### config.mk
export PLATFORM = sky130hd
export DESIGN_NAME = assembly_source_lexer
export DESIGN_NICKNAME = d
export VERILOG_FILES = /design/src/rtl/asl_pkg.sv /design/src/rtl/assembly_source_lexer.sv
export VERILOG_INCLUDE_DIRS = /design/src /design/src/rtl
export SDC_FILE = /design/constraint.sdc
export NUM_CORES = 1
export LEC_CHECK = 0
export ABC_AREA = 1
export BUFFER_PORTS_ARGS = -buffer_cell sky130_fd_sc_hd__buf_2
export CAP_MARGIN = 10
export CORE_AREA = 5 5 246 248
export DETAILED_ROUTE_END_ITERATION = 10
export DIE_AREA = 0 0 251 253
export PLACE_DENSITY_LB_ADDON = 0.3
export SLEW_MARGIN = 20
export SYNTH_ARGS = -nofsm -noshare
export SYNTH_HDL_FRONTEND = slang
export SYNTH_SLANG_ARGS = --single-unit
export TNS_END_PERCENT = 5
### constraint.sdc
create_clock -name clk -period 4.77 [get_ports clk]
set_clock_uncertainty 0.2 [all_clocks]
set_input_delay 0.954 -clock clk [delete_from_list [all_inputs] [get_ports clk]]
set_output_delay 0.954 -clock clk [all_outputs]
set_load 0.03 [all_outputs]
### src/rtl/assembly_source_lexer_macros.svh
// assertion macros for the assembly source lexer
`ifndef ASSEMBLY_SOURCE_LEXER_MACROS_SVH
`define ASSEMBLY_SOURCE_LEXER_MACROS_SVH

// antecedent holds, consequent holds in the same cycle
`define ASL_ASSERT_SAME(label, ante, cons, msg) \
  label: assert property (@(posedge clk) disable iff (rst) (ante) |-> (cons)) \
    else $error(msg);

// antecedent holds, consequent holds in the following cycle
`define ASL_ASSERT_NEXT(label, ante, cons, msg) \
  label: assert property (@(posedge clk) disable iff (rst) (ante) |=> (cons)) \
    else $error(msg);

`endif

### src/rtl/asl_pkg.sv
// types, character codes and helpers for the assembly source lexer
package asl_pkg;

  localparam int OFFSET_W = 32;
  localparam int LEN_W    = 8;
  localparam int LINE_W   = 20;
  localparam int COL_W    = 16;

  localparam logic [7:0] CH_NUL   = 8'h00;
  localparam logic [7:0] CH_TAB   = 8'h09;
  localparam logic [7:0] CH_NL    = 8'h0A;
  localparam logic [7:0] CH_SPACE = 8'h20;
  localparam logic [7:0] CH_COMMA = 8'h2C;
  localparam logic [7:0] CH_DOT   = 8'h2E;
  localparam logic [7:0] CH_COLON = 8'h3A;
  localparam logic [7:0] CH_SEMI  = 8'h3B;
  localparam logic [7:0] CH_UNDER = 8'h5F;

  localparam logic [COL_W-1:0]    COL_CAP = '1;
  localparam logic [OFFSET_W-1:0] OFF_CAP = '1;

  typedef enum logic [2:0] {
    MODE_IDLE,
    MODE_DIRECTIVE,
    MODE_IDENT,
    MODE_INTEGER,
    MODE_COMMENT,
    MODE_ERRSKIP
  } lex_mode_t;

  typedef enum logic [2:0] {
    KIND_NEWLINE,
    KIND_DIRECTIVE,
    KIND_IDENT,
    KIND_COMMA,
    KIND_COLON,
    KIND_INTEGER,
    KIND_ERROR,
    KIND_END
  } token_kind_t;

  typedef struct packed {
    token_kind_t           kind;
    logic [OFFSET_W-1:0]   offset;
    logic [LEN_W-1:0]      length;
    logic [LINE_W-1:0]     line;
    logic [COL_W-1:0]      column;
    logic                  last;
  } token_t;

  function automatic logic is_alpha(input logic [7:0] c);
    return (c >= 8'h61 && c <= 8'h7A) || (c >= 8'h41 && c <= 8'h5A);
  endfunction

  function automatic logic is_digit(input logic [7:0] c);
    return c >= 8'h30 && c <= 8'h39;
  endfunction

endpackage

### src/rtl/assembly_source_lexer.sv
// assembly source lexer: one source byte per transfer in, tokens out
//
// s_tdata carries one source byte; a zero byte marks the end of text.
// m_tdata carries one token with its start position; m_tlast marks the
// last token caused by one input byte (a byte can cause up to two).
// An accepted byte sits in the input register until it is processed; then
// the lexer state and position counters update and its tokens enter a
// four-entry result queue, which m_* presents in order. One byte is taken
// per cycle while the queue holds at most two tokens, so the rate is one
// byte per cycle as long as the receiver takes one token per cycle and
// bytes cause at most one token on average. When the receiver stalls, the
// queue fills and s_tready drops once more than two tokens wait; nothing
// is dropped. Reset empties the queue and the input register and returns
// to line 1, column 1, offset 0.
`include "assembly_source_lexer_macros.svh"

module assembly_source_lexer #(
  parameter int MAX_TOKEN_LENGTH = 255,
  parameter int LINE_BITS        = 20
) (
  input  logic        clk,
  input  logic        rst,
  input  logic        s_tvalid,
  output logic        s_tready,
  input  logic [7:0]  s_tdata,   // char_code
  output logic        m_tvalid,
  input  logic        m_tready,
  output logic [79:0] m_tdata,   // token_kind, start_offset, token_length, start_line,
                                 // start_column, zero pad
  output logic        m_tlast
);

  localparam int LenCapInt = (MAX_TOKEN_LENGTH < 255) ? MAX_TOKEN_LENGTH : 255;
  localparam logic [asl_pkg::LEN_W-1:0] LenCap = LenCapInt[asl_pkg::LEN_W-1:0];
  localparam logic [asl_pkg::LINE_W-1:0] LineCap = (LINE_BITS >= 20) ? 20'hFFFFF :
    20'((64'd1 << LINE_BITS) - 64'd1);

  // input register
  logic       in_valid;
  logic [7:0] in_char;
  logic       proc;

  // lexer state
  asl_pkg::lex_mode_t mode, mode_next;
  logic [asl_pkg::OFFSET_W-1:0] tok_offset;
  logic [asl_pkg::LINE_W-1:0]   tok_line;
  logic [asl_pkg::COL_W-1:0]    tok_column;
  logic [asl_pkg::LEN_W-1:0]    tok_count;
  logic [asl_pkg::LINE_W-1:0]   cur_line;
  logic [asl_pkg::COL_W-1:0]    cur_column;
  logic [asl_pkg::OFFSET_W-1:0] cur_offset;

  // result queue
  asl_pkg::token_t q [4];
  logic [1:0] wp, rp;
  logic [2:0] count;
  logic       pop;

  // classification
  logic c_alpha, c_digit, c_nl, c_nul, c_ws, c_unknown;
  logic tok_mode, cont, dispatch, flush_emit, disp_emit, start_tok;
  asl_pkg::token_kind_t disp_kind;
  asl_pkg::token_t first_tok, disp_tok, ent_a, ent_b;

  assign proc     = in_valid && (count <= 3'd2);
  assign s_tready = !in_valid || proc;

  always_comb begin
    c_alpha   = asl_pkg::is_alpha(in_char);
    c_digit   = asl_pkg::is_digit(in_char);
    c_nl      = (in_char == asl_pkg::CH_NL);
    c_nul     = (in_char == asl_pkg::CH_NUL);
    c_ws      = (in_char == asl_pkg::CH_SPACE) || (in_char == asl_pkg::CH_TAB);
    c_unknown = !(c_alpha || c_digit || c_nl || c_nul || c_ws ||
                  in_char == asl_pkg::CH_SEMI || in_char == asl_pkg::CH_DOT ||
                  in_char == asl_pkg::CH_UNDER || in_char == asl_pkg::CH_COMMA ||
                  in_char == asl_pkg::CH_COLON);
    tok_mode  = (mode == asl_pkg::MODE_DIRECTIVE) || (mode == asl_pkg::MODE_IDENT) ||
                (mode == asl_pkg::MODE_INTEGER);
    unique case (mode)
      asl_pkg::MODE_DIRECTIVE: cont = (in_char == asl_pkg::CH_DOT) || c_alpha;
      asl_pkg::MODE_IDENT:     cont = c_alpha || c_digit || (in_char == asl_pkg::CH_UNDER);
      asl_pkg::MODE_INTEGER:   cont = c_digit;
      default:                 cont = 1'b0;
    endcase
    flush_emit = (tok_mode && !cont) ||
                 ((mode == asl_pkg::MODE_ERRSKIP) && (c_nl || c_nul));
    dispatch   = !(tok_mode && cont) &&
                 !((mode == asl_pkg::MODE_COMMENT) && !c_nul) &&
                 !((mode == asl_pkg::MODE_ERRSKIP) && !(c_nl || c_nul));
    start_tok  = dispatch && (in_char == asl_pkg::CH_DOT || c_alpha ||
                 in_char == asl_pkg::CH_UNDER || c_digit);
  end

  // next state
  always_comb begin
    mode_next = mode;
    unique case (mode)
      asl_pkg::MODE_DIRECTIVE,
      asl_pkg::MODE_IDENT,
      asl_pkg::MODE_INTEGER: if (!cont) mode_next = asl_pkg::MODE_IDLE;
      asl_pkg::MODE_COMMENT: if (c_nl || c_nul) mode_next = asl_pkg::MODE_IDLE;
      asl_pkg::MODE_ERRSKIP: if (c_nl || c_nul) mode_next = asl_pkg::MODE_IDLE;
      default:               mode_next = asl_pkg::MODE_IDLE;
    endcase
    if (dispatch) begin
      priority if (in_char == asl_pkg::CH_SEMI) mode_next = asl_pkg::MODE_COMMENT;
      else if (in_char == asl_pkg::CH_DOT) mode_next = asl_pkg::MODE_DIRECTIVE;
      else if (c_alpha || in_char == asl_pkg::CH_UNDER) mode_next = asl_pkg::MODE_IDENT;
      else if (c_digit) mode_next = asl_pkg::MODE_INTEGER;
      else if (c_unknown) mode_next = asl_pkg::MODE_ERRSKIP;
      else mode_next = asl_pkg::MODE_IDLE;
    end
  end

  // emitted tokens
  always_comb begin
    priority if (c_nl) disp_kind = asl_pkg::KIND_NEWLINE;
    else if (in_char == asl_pkg::CH_COMMA) disp_kind = asl_pkg::KIND_COMMA;
    else if (in_char == asl_pkg::CH_COLON) disp_kind = asl_pkg::KIND_COLON;
    else disp_kind = asl_pkg::KIND_END;
    disp_emit = dispatch && (c_nl || c_nul || in_char == asl_pkg::CH_COMMA ||
                in_char == asl_pkg::CH_COLON);

    disp_tok = '{kind: disp_kind, offset: cur_offset, length: 8'd1, line: cur_line,
                 column: cur_column, last: 1'b1};

    unique case (mode)
      asl_pkg::MODE_DIRECTIVE: first_tok.kind = asl_pkg::KIND_DIRECTIVE;
      asl_pkg::MODE_IDENT:     first_tok.kind = asl_pkg::KIND_IDENT;
      asl_pkg::MODE_INTEGER:   first_tok.kind = asl_pkg::KIND_INTEGER;
      default:                 first_tok.kind = asl_pkg::KIND_ERROR;
    endcase
    if (tok_mode) begin
      first_tok.offset = tok_offset;
      first_tok.length = tok_count;
      first_tok.line   = tok_line;
      first_tok.column = tok_column;
    end else begin
      first_tok.offset = cur_offset;
      first_tok.length = 8'd1;
      first_tok.line   = cur_line;
      first_tok.column = cur_column;
    end
    first_tok.last = !disp_emit;

    ent_a = flush_emit ? first_tok : disp_tok;
    ent_b = disp_tok;
  end

  always_ff @(posedge clk) begin
    if (rst) begin
      in_valid <= 1'b0;
    end else if (s_tready) begin
      in_valid <= s_tvalid;
    end
  end

  always_ff @(posedge clk) begin
    if (s_tready && s_tvalid) begin
      in_char <= s_tdata;
    end
  end

  always_ff @(posedge clk) begin
    if (rst) begin
      mode       <= asl_pkg::MODE_IDLE;
      tok_offset <= '0;
      tok_line   <= 20'd1;
      tok_column <= 16'd1;
      tok_count  <= '0;
      cur_line   <= 20'd1;
      cur_column <= 16'd1;
      cur_offset <= '0;
    end else if (proc) begin
      mode <= mode_next;
      if (tok_mode && cont && tok_count < LenCap) begin
        tok_count <= tok_count + 8'd1;
      end
      if (start_tok) begin
        tok_offset <= cur_offset;
        tok_line   <= cur_line;
        tok_column <= cur_column;
        tok_count  <= 8'd1;
      end
      if (!c_nul) begin
        if (c_nl) begin
          if (cur_line < LineCap) cur_line <= cur_line + 20'd1;
          cur_column <= 16'd1;
        end else if (cur_column < asl_pkg::COL_CAP) begin
          cur_column <= cur_column + 16'd1;
        end
        if (cur_offset < asl_pkg::OFF_CAP) cur_offset <= cur_offset + 32'd1;
      end
    end
  end

  // result queue
  assign pop      = m_tvalid && m_tready;
  assign m_tvalid = (count != 3'd0);
  assign m_tdata  = {1'b0, q[rp].column, q[rp].line, q[rp].length, q[rp].offset,
                     q[rp].kind};
  assign m_tlast  = q[rp].last;

  logic [2:0] n_push;
  assign n_push = proc ? (3'(flush_emit) + 3'(disp_emit)) : 3'd0;

  always_ff @(posedge clk) begin
    if (n_push != 3'd0) q[wp] <= ent_a;
    if (n_push == 3'd2) q[wp + 2'd1] <= ent_b;
  end

  always_ff @(posedge clk) begin
    if (rst) begin
      wp    <= '0;
      rp    <= '0;
      count <= '0;
    end else begin
      wp    <= wp + n_push[1:0];
      rp    <= rp + 2'(pop);
      count <= count + n_push - 3'(pop);
    end
  end

  `ASL_ASSERT_SAME(a_queue_bound, 1'b1, count <= 3'd4, "result queue overflow")
  `ASL_ASSERT_SAME(a_token_count, tok_mode, tok_count != 8'd0,
    "open token with zero length")
  `ASL_ASSERT_NEXT(a_offset_mono, 1'b1, cur_offset >= $past(cur_offset),
    "offset went backward")
  `ASL_ASSERT_NEXT(a_line_step, proc && c_nl && cur_line < LineCap,
    cur_line == $past(cur_line) + 20'd1 && cur_column == 16'd1,
    "newline did not advance line")

endmodule

==> summary.txt, run 1 <==
Outcome
  – Status: finished, final reports clean

Synth
  – Async set-reset flop share out of synthesis: 0%
  – Synth Flop Type: edfxtp_1
  – Synth Instances: 2,595
  – Warnings, synthesis: 0
  – #FFs+latches synth: 483
  – Part of the Yosys area used for sequential elements: 54.81%
  – Mean area per synthesized cell: 8.854 um^2
  – EDFF count, synth: 292
  – Distinct cells, synth: 45
  – Post-Syn Nets: 2,618
  – Mapped Area: 22,980 um^2

Timing
  – Fmax: 232.5 MHz
  – Slew Viols, Final: 0
  – Final min period: 4.302 ns
  – WHS: 0.2514 ns
  – Final Hold Viols: 0
  – Worst Tran Pin Value: 1.245 ns
  – Setup-failing EPs final: 0
  – Setup_tns: 0 ns
  – RSZ-0062 raised after global routing: no
  – Rel. slew slack: 16.97%
  – Tcrit/Tclk final: 90.18%

Setup path
  – CP Buf/Inv Count: 7
  – Crit path depth: 23
  – Worst setup path end: q[1][11]$_DFFE_PP_
  – Worst Setup Start Kind: flip-flop
  – CP cell instances: nor2_2 -> nand2_1 -> nand2_1 -> nand2_1 -> nand2_1 -> nand2_1 -> nand2_1 -> nand3_2 -> nand2_4 -> nor2_4 -> inv_2 -> nand2_2 -> ha_1 -> inv_1 -> nor2_1 -> inv_1 -> nand2_1 -> nand2_2 -> inv_1 -> nor2_1 -> buf_4 -> clkinv_2 -> buf_12
  – Critical path class: reg2reg
  – Crit path launch: in_char[1]$_DFFE_PP_
  – Slowest-stage cell, CP: clkinv_2
  – Reg2reg setup slack: 0.47 ns
  – CP top delay family: buffers and inverters
  – Critical path endpoint category: flip-flop
  – Cell mode on critical path: nand2_1
  – Worst EP required: 4.89 ns
  – CP arrival: 4.42 ns
  – Crit path max fanout: 27
  – Worst path max stage delay: 0.56 ns
  – Reg2reg start: in_char[1]$_DFFE_PP_
  – R2r endpoint: q[1][11]$_DFFE_PP_
  – R2R cell count: 23

Worst hold path
  – Hold Path Depth: 2
  – Hold crit path type: reg2reg

Clock tree
  – CTS Hold Buffers Added: 0
  – Total CTS buffers: 50
  – H-tree Lvls: 2
  – Post-CTS Repair Setup Buffers: 0
  – CTS tree: yes
  – Clk_lat worst skew: 0.60 ns
  – Clock buffer depth: 3
  – CTS clk-pin slew, worst paths: 0.06 ns
  – CTS Sinks: 483
  – Root Driver: clkbuf_16

Floorplan
  – Ports: 95
  – Initial Utilization: 39.45%
  – Core area: 58,240 um^2
  – Die Y: 253 um
  – Row cnt: 89
  – Die Area: 63,500 um^2
  – Die width: 251 um

Place
  – Port bufs: 93
  – DP Wirelength: 40.19 mm
  – RD Place Congestion: 0.9064

Detailed routing
  – Initial DRT Pass Iterations: 6
  – # DRC: 0
  – DRT antenna net count: 0
  – Final wirelength: 69.36 mm
  – Vias/cell: 5.722
  – Initial drt markers: 1,978
  – Avg WL per Cell: 20.29 um
  – Vias after detailed routing: 19,560

GRT
  – Largest net degree at the start of global routing: 85
  – Total gr overflow: 0
  – Antenna violations before repair: 1
  – Number of global-route vias before repair: 18,930
  – First-pass GRT wire length: 106.6 mm
  – Total GRT Usage: 20.88%

Pwr
  – Sw Share: 35.28%
  – Clock power frac: 33.3%
  – NetSw: 4.092 mW
  – P per Cell Area: 452.0 nW/um^2
  – Pint: 7.508 mW
  – VDD IR max: 0.0002460 V
  – Register share of total power: 39.4%
  – LEAKAGE: 8.912 nW
  – Comb power frac: 27.3%
  – Total power: 11.60 mW

Layout
  – Inserted Diodes: 0
  – Fin util: 44.07%
  – Nets: 2,628
  – Layout area overhead: 11.70%
  – Share of cells above drive strength 1: 11.60%

Run
  – MaxCap Viol Count: 0
cell usage after synthesis (5+ instances only):
master | count | area share, %
a21oi_1 | 78 | 1.7
buf_2 | 18 | 0.39
buf_4 | 9 | 0.29
buf_6 | 7 | 0.34
clkbuf_1 | 138 | 2.3
dfxtp_1 | 191 | 17
edfxtp_1 | 292 | 38
ha_1 | 10 | 0.54
inv_1 | 208 | 3.4
inv_2 | 9 | 0.15
nand2_1 | 305 | 5.0
nand2_2 | 5 | 0.14
nand3_1 | 59 | 1.3
nand4_1 | 29 | 0.79
nor2_1 | 378 | 6.2
nor2_2 | 5 | 0.14
nor3_1 | 39 | 0.85
nor3b_1 | 5 | 0.16
nor4_1 | 13 | 0.35
o21ai_0 | 277 | 6.0
o21ai_1 | 40 | 0.87
o21ai_2 | 43 | 1.6
o22ai_1 | 352 | 9.6
xor2_1 | 43 | 1.6
kinds of logic after synthesis:
family                   count (synthesis)  share of synthesized area (%)
AO/OA/AOI/OAI                          804                          20.30
XOR/XNOR                                46                          1.754
adder cells (fa/ha/maj)                 11                         0.6317
buffers and inverters                  396                          6.943
flip-flops                             483                          54.81
other                                    1                        0.01632
AND/OR/NAND/NOR                        854                          15.55
worst min path at each step:
| stage | endpoint | slack, ns | start |
|---|---|---|---|
| floorplan | q[1][38]$_SDFFE_PP0P_ | 0.22 | q[1][38]$_SDFFE_PP0P_ |
| global placement | q[2][39]$_SDFFE_PP0P_ | 0.23 | q[2][39]$_SDFFE_PP0P_ |
| detailed placement | q[1][44]$_SDFFE_PP0P_ | 0.24 | q[1][44]$_SDFFE_PP0P_ |
| CTS | q[1][44]$_SDFFE_PP0P_ | 0.26 | q[1][44]$_SDFFE_PP0P_ |
| global route | q[1][38]$_SDFFE_PP0P_ | 0.28 | q[1][38]$_SDFFE_PP0P_ |
| finish | q[1][44]$_SDFFE_PP0P_ | 0.25 | q[1][44]$_SDFFE_PP0P_ |
flip-flops by register name, indices dropped and copies added, names as in the netlist, 3 cells and up:
name        cells
count           3
tok_count       8
q             320
tok_offset     32
tok_line       20
cur_offset     32
tok_column     16
mode            3
cur_line       20
cur_column     16
in_char         8
power by group through the flow:
stage | registers [mW] | clock network, mW | logic [mW]
after floorplan | 4.62 | 0 | 2.23
after global placement | 4.65 | 0 | 3.13
after detailed placement | 4.66 | 0 | 3.18
after CTS | 4.57 | 3.91 | 3.18
after global routing | 4.58 | 4.09 | 3.44
final | 4.57 | 3.86 | 3.17
placed cells by master (no fill, tap or decap), types with 39 or more instances in the layout:
cell / synthesis / layout
nand3_1: 59 / 59
o21ai_1: 40 / 40
o21ai_0: 277 / 277
nor2_1: 378 / 378
inv_1: 208 / 200
buf_2: 18 / 93
edfxtp_1: 292 / 292
nand2_1: 305 / 298
clkbuf_16: 0 / 52
a21oi_1: 78 / 78
dfxtp_1: 191 / 189
o21ai_2: 43 / 43
o22ai_1: 352 / 352
nor3_1: 39 / 39
xor2_1: 43 / 43
metrics by stage:
step | instances | setup WS, ns | instance area [um^2]
after floorplan | 2595 | 0.1740 | 22980
after global placement | 3326 | 0.3977 | 24050
after detailed placement | 3326 | 0.2886 | 24050
after CTS | 3419 | 0.2673 | 25660
after global routing | 3419 | 0.1243 | 25660
final | 3419 | 0.4685 | 25660
worst min-delay path, cell delays in order, from the launching register on:
cell and delay (ns):
dfxtp_1 0.32, nand2_1 0.05, o21ai_0 0.05
timing repair:
action | in CTS | in global routing
gates resized for setup | 0 | 1
endpoints found under the setup margin | 0 | 52
hold endpoints to repair | 0 | 0
metal layers:
layer  GRT usage, %  part of all wire (%)  wire [um]
met5              0                     0          0
met2          34.22                    46      32230
met4          7.594                   3.6       2466
met3          3.687                   7.2       4964
met1          27.98                    43      29700
area by class of cell:
type | count | area [um^2]
timing repair buffer | 133 | 840.8
clock buffer | 73 | 1474
multi-input combinational | 1716 | 8806
inverter | 221 | 838.3
tap | 773 | 967.2
fill | 5599 | 32580
sequential | 483 | 12600
clock inverter | 20 | 140.1
(Power assumes the default switching activity.)
==> run 2, diff against run 1 <==
Settings changed: MAX_ROUTING_LAYER from default to met4.
==> run 2 against run 1 <==
  * Setup slack gained 0.016 ns
  * Cell area fell by 0.26%
  * Non-clock buffer count fell by 4
  * Clock power about the same
  * Fmax up 0.37%
  * First-iteration DRC count is 5.7% lower
  * Final cell count is essentially flat
  * Total power down 0.17%
  * Routed wire length about the same
  * Global-route usage is 0.78 points higher
  * Register-to-register slack improved by 0.02 ns
  * Utilization is 0.12 points lower
  * Critical path type unchanged
  * Largest power group unchanged
  * Highest routed layer unchanged
==> summary.txt, run 2 (synthesis results as in run 1) <==
Clock tree
  – Post-CTS Repair Setup Buffers: 0 (unchanged)
  – CTS tree: yes (unchanged)
  – Clk_lat worst skew: 0.60 ns (about the same)
  – CTS clk-pin slew, worst paths: 0.06 ns (about the same)
  – CTS Sinks: 483 (unchanged)
  – H-tree Lvls: 2 (unchanged)
  – Clock buffer depth: 3 (unchanged)
  – Root Driver: clkbuf_16 (unchanged)
  – Total CTS buffers: 50 (unchanged)

Detailed routing
  – Avg WL per Cell: 20.30 um (was 20.29 um)
  – Final wirelength: 69.34 mm (was 69.36 mm)
  – Initial DRT Pass Iterations: 5 (was 6)
  – # DRC: 0 (unchanged)
  – Initial drt markers: 1,866 (was 1,978)
  – Vias/cell: 5.711 (was 5.722)
  – Vias after detailed routing: 19,510 (was 19,560)
  – DRT antenna net count: 0 (unchanged)

GRT
  – Total GRT Usage: 21.65% (was 20.88%)
  – Antenna violations before repair: 0 (was 1)
  – Total gr overflow: 0 (unchanged)
  – First-pass GRT wire length: 107.2 mm (was 106.6 mm)
  – Number of global-route vias before repair: 18,670 (was 18,930)
  – Largest net degree at the start of global routing: 91 (was 85)

Timing
  – Final Hold Viols: 0 (unchanged)
  – RSZ-0062 raised after global routing: no (unchanged)
  – Slew Viols, Final: 0 (unchanged)
  – Final min period: 4.286 ns (was 4.302 ns)
  – Worst Tran Pin Value: 1.201 ns (was 1.245 ns)
  – Tcrit/Tclk final: 89.85% (was 90.18%)
  – Setup_tns: 0 ns (unchanged)
  – Fmax: 233.3 MHz (was 232.5 MHz)
  – Setup-failing EPs final: 0 (unchanged)
  – Rel. slew slack: 19.93% (was 16.97%)

Layout
  – Largest register by flop count: q (unchanged)
  – Fin area: 25,600 um^2 (was 25,660 um^2)
  – Most frequent cells in the layout: nor2_1 (378), o22ai_1 (352), nand2_1 (298), edfxtp_1 (292), o21ai_0 (277) (unchanged)
  – Largest register FFs: 320 (unchanged)
  – Nets: 2,624 (was 2,628)
  – Most common cell after layout, fill and taps aside: nor2_1 (unchanged)
  – Share of cells above drive strength 1: 11.20% (was 11.60%)
  – Layout area overhead: 11.40% (was 11.70%)
  – Fillers: 5,569 (was 5,599)
  – Largest registers: q: 320 flops, cur_offset: 32 flops, tok_offset: 32 flops (unchanged)
  – Inserted Diodes: 0 (unchanged)

Pwr
  – VDD IR max: 0.0002658 V (was 0.0002460 V)
  – Sw Share: 35.17% (was 35.28%)
  – Pint: 7.507 mW (was 7.508 mW)
  – Register share of total power: 39.6% (was 39.4%)
  – Clock power frac: 33.2% (was 33.3%)
  – LEAKAGE: 8.878 nW (was 8.912 nW)
  – Total power: 11.58 mW (was 11.60 mW)
  – P per Cell Area: 452.4 nW/um^2 (was 452.0 nW/um^2)
  – NetSw: 4.072 mW (was 4.092 mW)
  – Comb power frac: 27.2% (was 27.3%)

Setup path
  – Worst Setup Start Kind: flip-flop (unchanged)
  – Slowest-stage cell, CP: buf_4 (was clkinv_2)
  – Reg2reg setup slack: 0.48 ns (was 0.47 ns)
  – CP arrival: 4.30 ns (was 4.42 ns)
  – CP top delay family: simple AND/OR/NAND/NOR gates (was buffers and inverters)
  – Worst EP required: 4.79 ns (was 4.89 ns)
  – R2R cell count: 17 (was 23)
  – Reg2reg start: in_char[4]$_DFFE_PP_ (was in_char[1]$_DFFE_PP_)
  – Critical path endpoint category: flip-flop (unchanged)
  – Critical path class: reg2reg (unchanged)
  – R2r endpoint: q[0][57]$_DFFE_PP_ (was q[1][11]$_DFFE_PP_)
  – CP cell instances: or2_1 -> nor2_2 -> nand2_2 -> nand2_1 -> nor3_1 -> nor3_1 -> ha_1 -> inv_1 -> nor2_1 -> inv_2 -> nand2_1 -> nand2_2 -> inv_1 -> nor2_1 -> buf_4 -> clkinv_2 -> buf_4 (was nor2_2 -> nand2_1 -> nand2_1 -> nand2_1 -> nand2_1 -> nand2_1 -> nand2_1 -> nand3_2 -> nand2_4 -> nor2_4 -> inv_2 -> nand2_2 -> ha_1 -> inv_1 -> nor2_1 -> inv_1 -> nand2_1 -> nand2_2 -> inv_1 -> nor2_1 -> buf_4 -> clkinv_2 -> buf_12)
  – Crit path max fanout: 34 (was 27)
  – Worst path max stage delay: 0.56 ns (about the same)
  – CP Buf/Inv Count: 6 (was 7)

Outcome
  – Status: finished, final reports clean (unchanged)

Floorplan
  – Die width: 251 um (unchanged)
  – Initial Utilization: 39.45% (unchanged)
  – Die Area: 63,500 um^2 (unchanged)
  – Die Y: 253 um (unchanged)
  – Core area: 58,240 um^2 (unchanged)
  – Ports: 95 (unchanged)
  – Row cnt: 89 (unchanged)

Worst hold path
  – Hold crit path type: reg2reg (unchanged)
  – Hold path start: q[1][42]$_SDFFE_PP0P_ (was q[1][44]$_SDFFE_PP0P_)
  – Hold Path Depth: 2 (unchanged)
  – Hold Path End: q[1][42]$_SDFFE_PP0P_ (was q[1][44]$_SDFFE_PP0P_)

Place
  – Port bufs: 93 (unchanged)
  – DP Wirelength: 40.04 mm (was 40.19 mm)
  – Dpl cell area: 23,990 um^2 (was 24,050 um^2)
  – RD Place Congestion: 0.9198 (was 0.9064)

Run
  – MaxCap Viol Count: 0 (unchanged)
==> run 2: changes by cell type in the layout (fill, tap and decap cells not counted), moves of 2 or more <==
cell	before	now
clkinv_2	16	11
clkbuf_16	52	50
buf_4	34	32
clkinv_1	5	9
buf_12	6	4
clkbuf_1	11	15
==> run 2: how the worst max path moves through the flow <==
stage	startpoint	slack (ns)	endpoint	cells past startpoint
after floorplan	in_char[1]$_DFFE_PP_	0.17	q[3][10]$_DFFE_PP_	21
after global placement	in_char[1]$_DFFE_PP_	0.38	q[3][0]$_SDFFE_PP1N_	24
after detailed placement	in_char[4]$_DFFE_PP_	0.29	q[3][0]$_SDFFE_PP1N_	18
after CTS	in_char[4]$_DFFE_PP_	0.27	q[3][8]$_DFFE_PP_	16
after global routing	in_char[6]$_DFFE_PP_	0.23	q[0][57]$_DFFE_PP_	21
final	in_char[4]$_DFFE_PP_	0.48	q[0][57]$_DFFE_PP_	17
==> run 2: area by class of cell <==
class | instances | area, um^2 | share of cell area, %
multi-input combinational | 1716 | 8806 | 34.40
sequential | 483 | 12600 | 49.22
clock inverter | 19 | 161.4 | 0.6306
inverter | 221 | 839.6 | 3.280
tap | 773 | 967.2 | 3.779
timing repair buffer | 129 | 785.8 | 3.070
clock buffer | 75 | 1439 | 5.622
==> run 2: worst reg2reg max path, delay by kind of cell, from the launching register on <==
kind	cells	cell delay, ns
DFF	1	0.41
buffers and inverters	6	1.32
and+or+nand+nor	10	1.67
adders and majority gates	1	0.25
==> run 2: metrics by stage <==
stage / cells / setup slack [ns] / util [%] / hold WS, ns
after floorplan: 2595 / 0.1740 / - / 0.2231
after global placement: 3322 / 0.3846 / 41.20 / 0.2357
after detailed placement: 3322 / 0.2913 / 41.20 / 0.2412
after CTS: 3416 / 0.2661 / 43.95 / 0.2578
after global routing: 3416 / 0.2254 / 43.95 / 0.2832
final: 3416 / 0.4844 / 43.95 / 0.2573
==> run 2: power groups by stage <==
stage	clock network, mW	registers, mW	logic (mW)
3_5_place_dp	0	4.68	3.16
5_1_grt	4.07	4.60	3.43
2_1_floorplan	0	4.62	2.23
3_3_place_gp	0	4.67	3.13
4_1_cts	3.90	4.59	3.17
6_report	3.84	4.59	3.15
==> run 2: repair_timing <==
action                     in CTS  in global routing
setup endpoints to repair       0                 47
hold buffers                    0                  0
gates resized for setup         0                  1
==> run 2: routing by layer <==
metal | track usage (%) | vias up | share of wire, %
met2 | 35.08 | 826 | 47
met5 | - | - | 0
met3 | 3.636 | 128 | 7.4
met1 | 28.33 | 9350 | 42
met4 | 6.159 | 0 | 2.8
li1 | - | 9206 | -
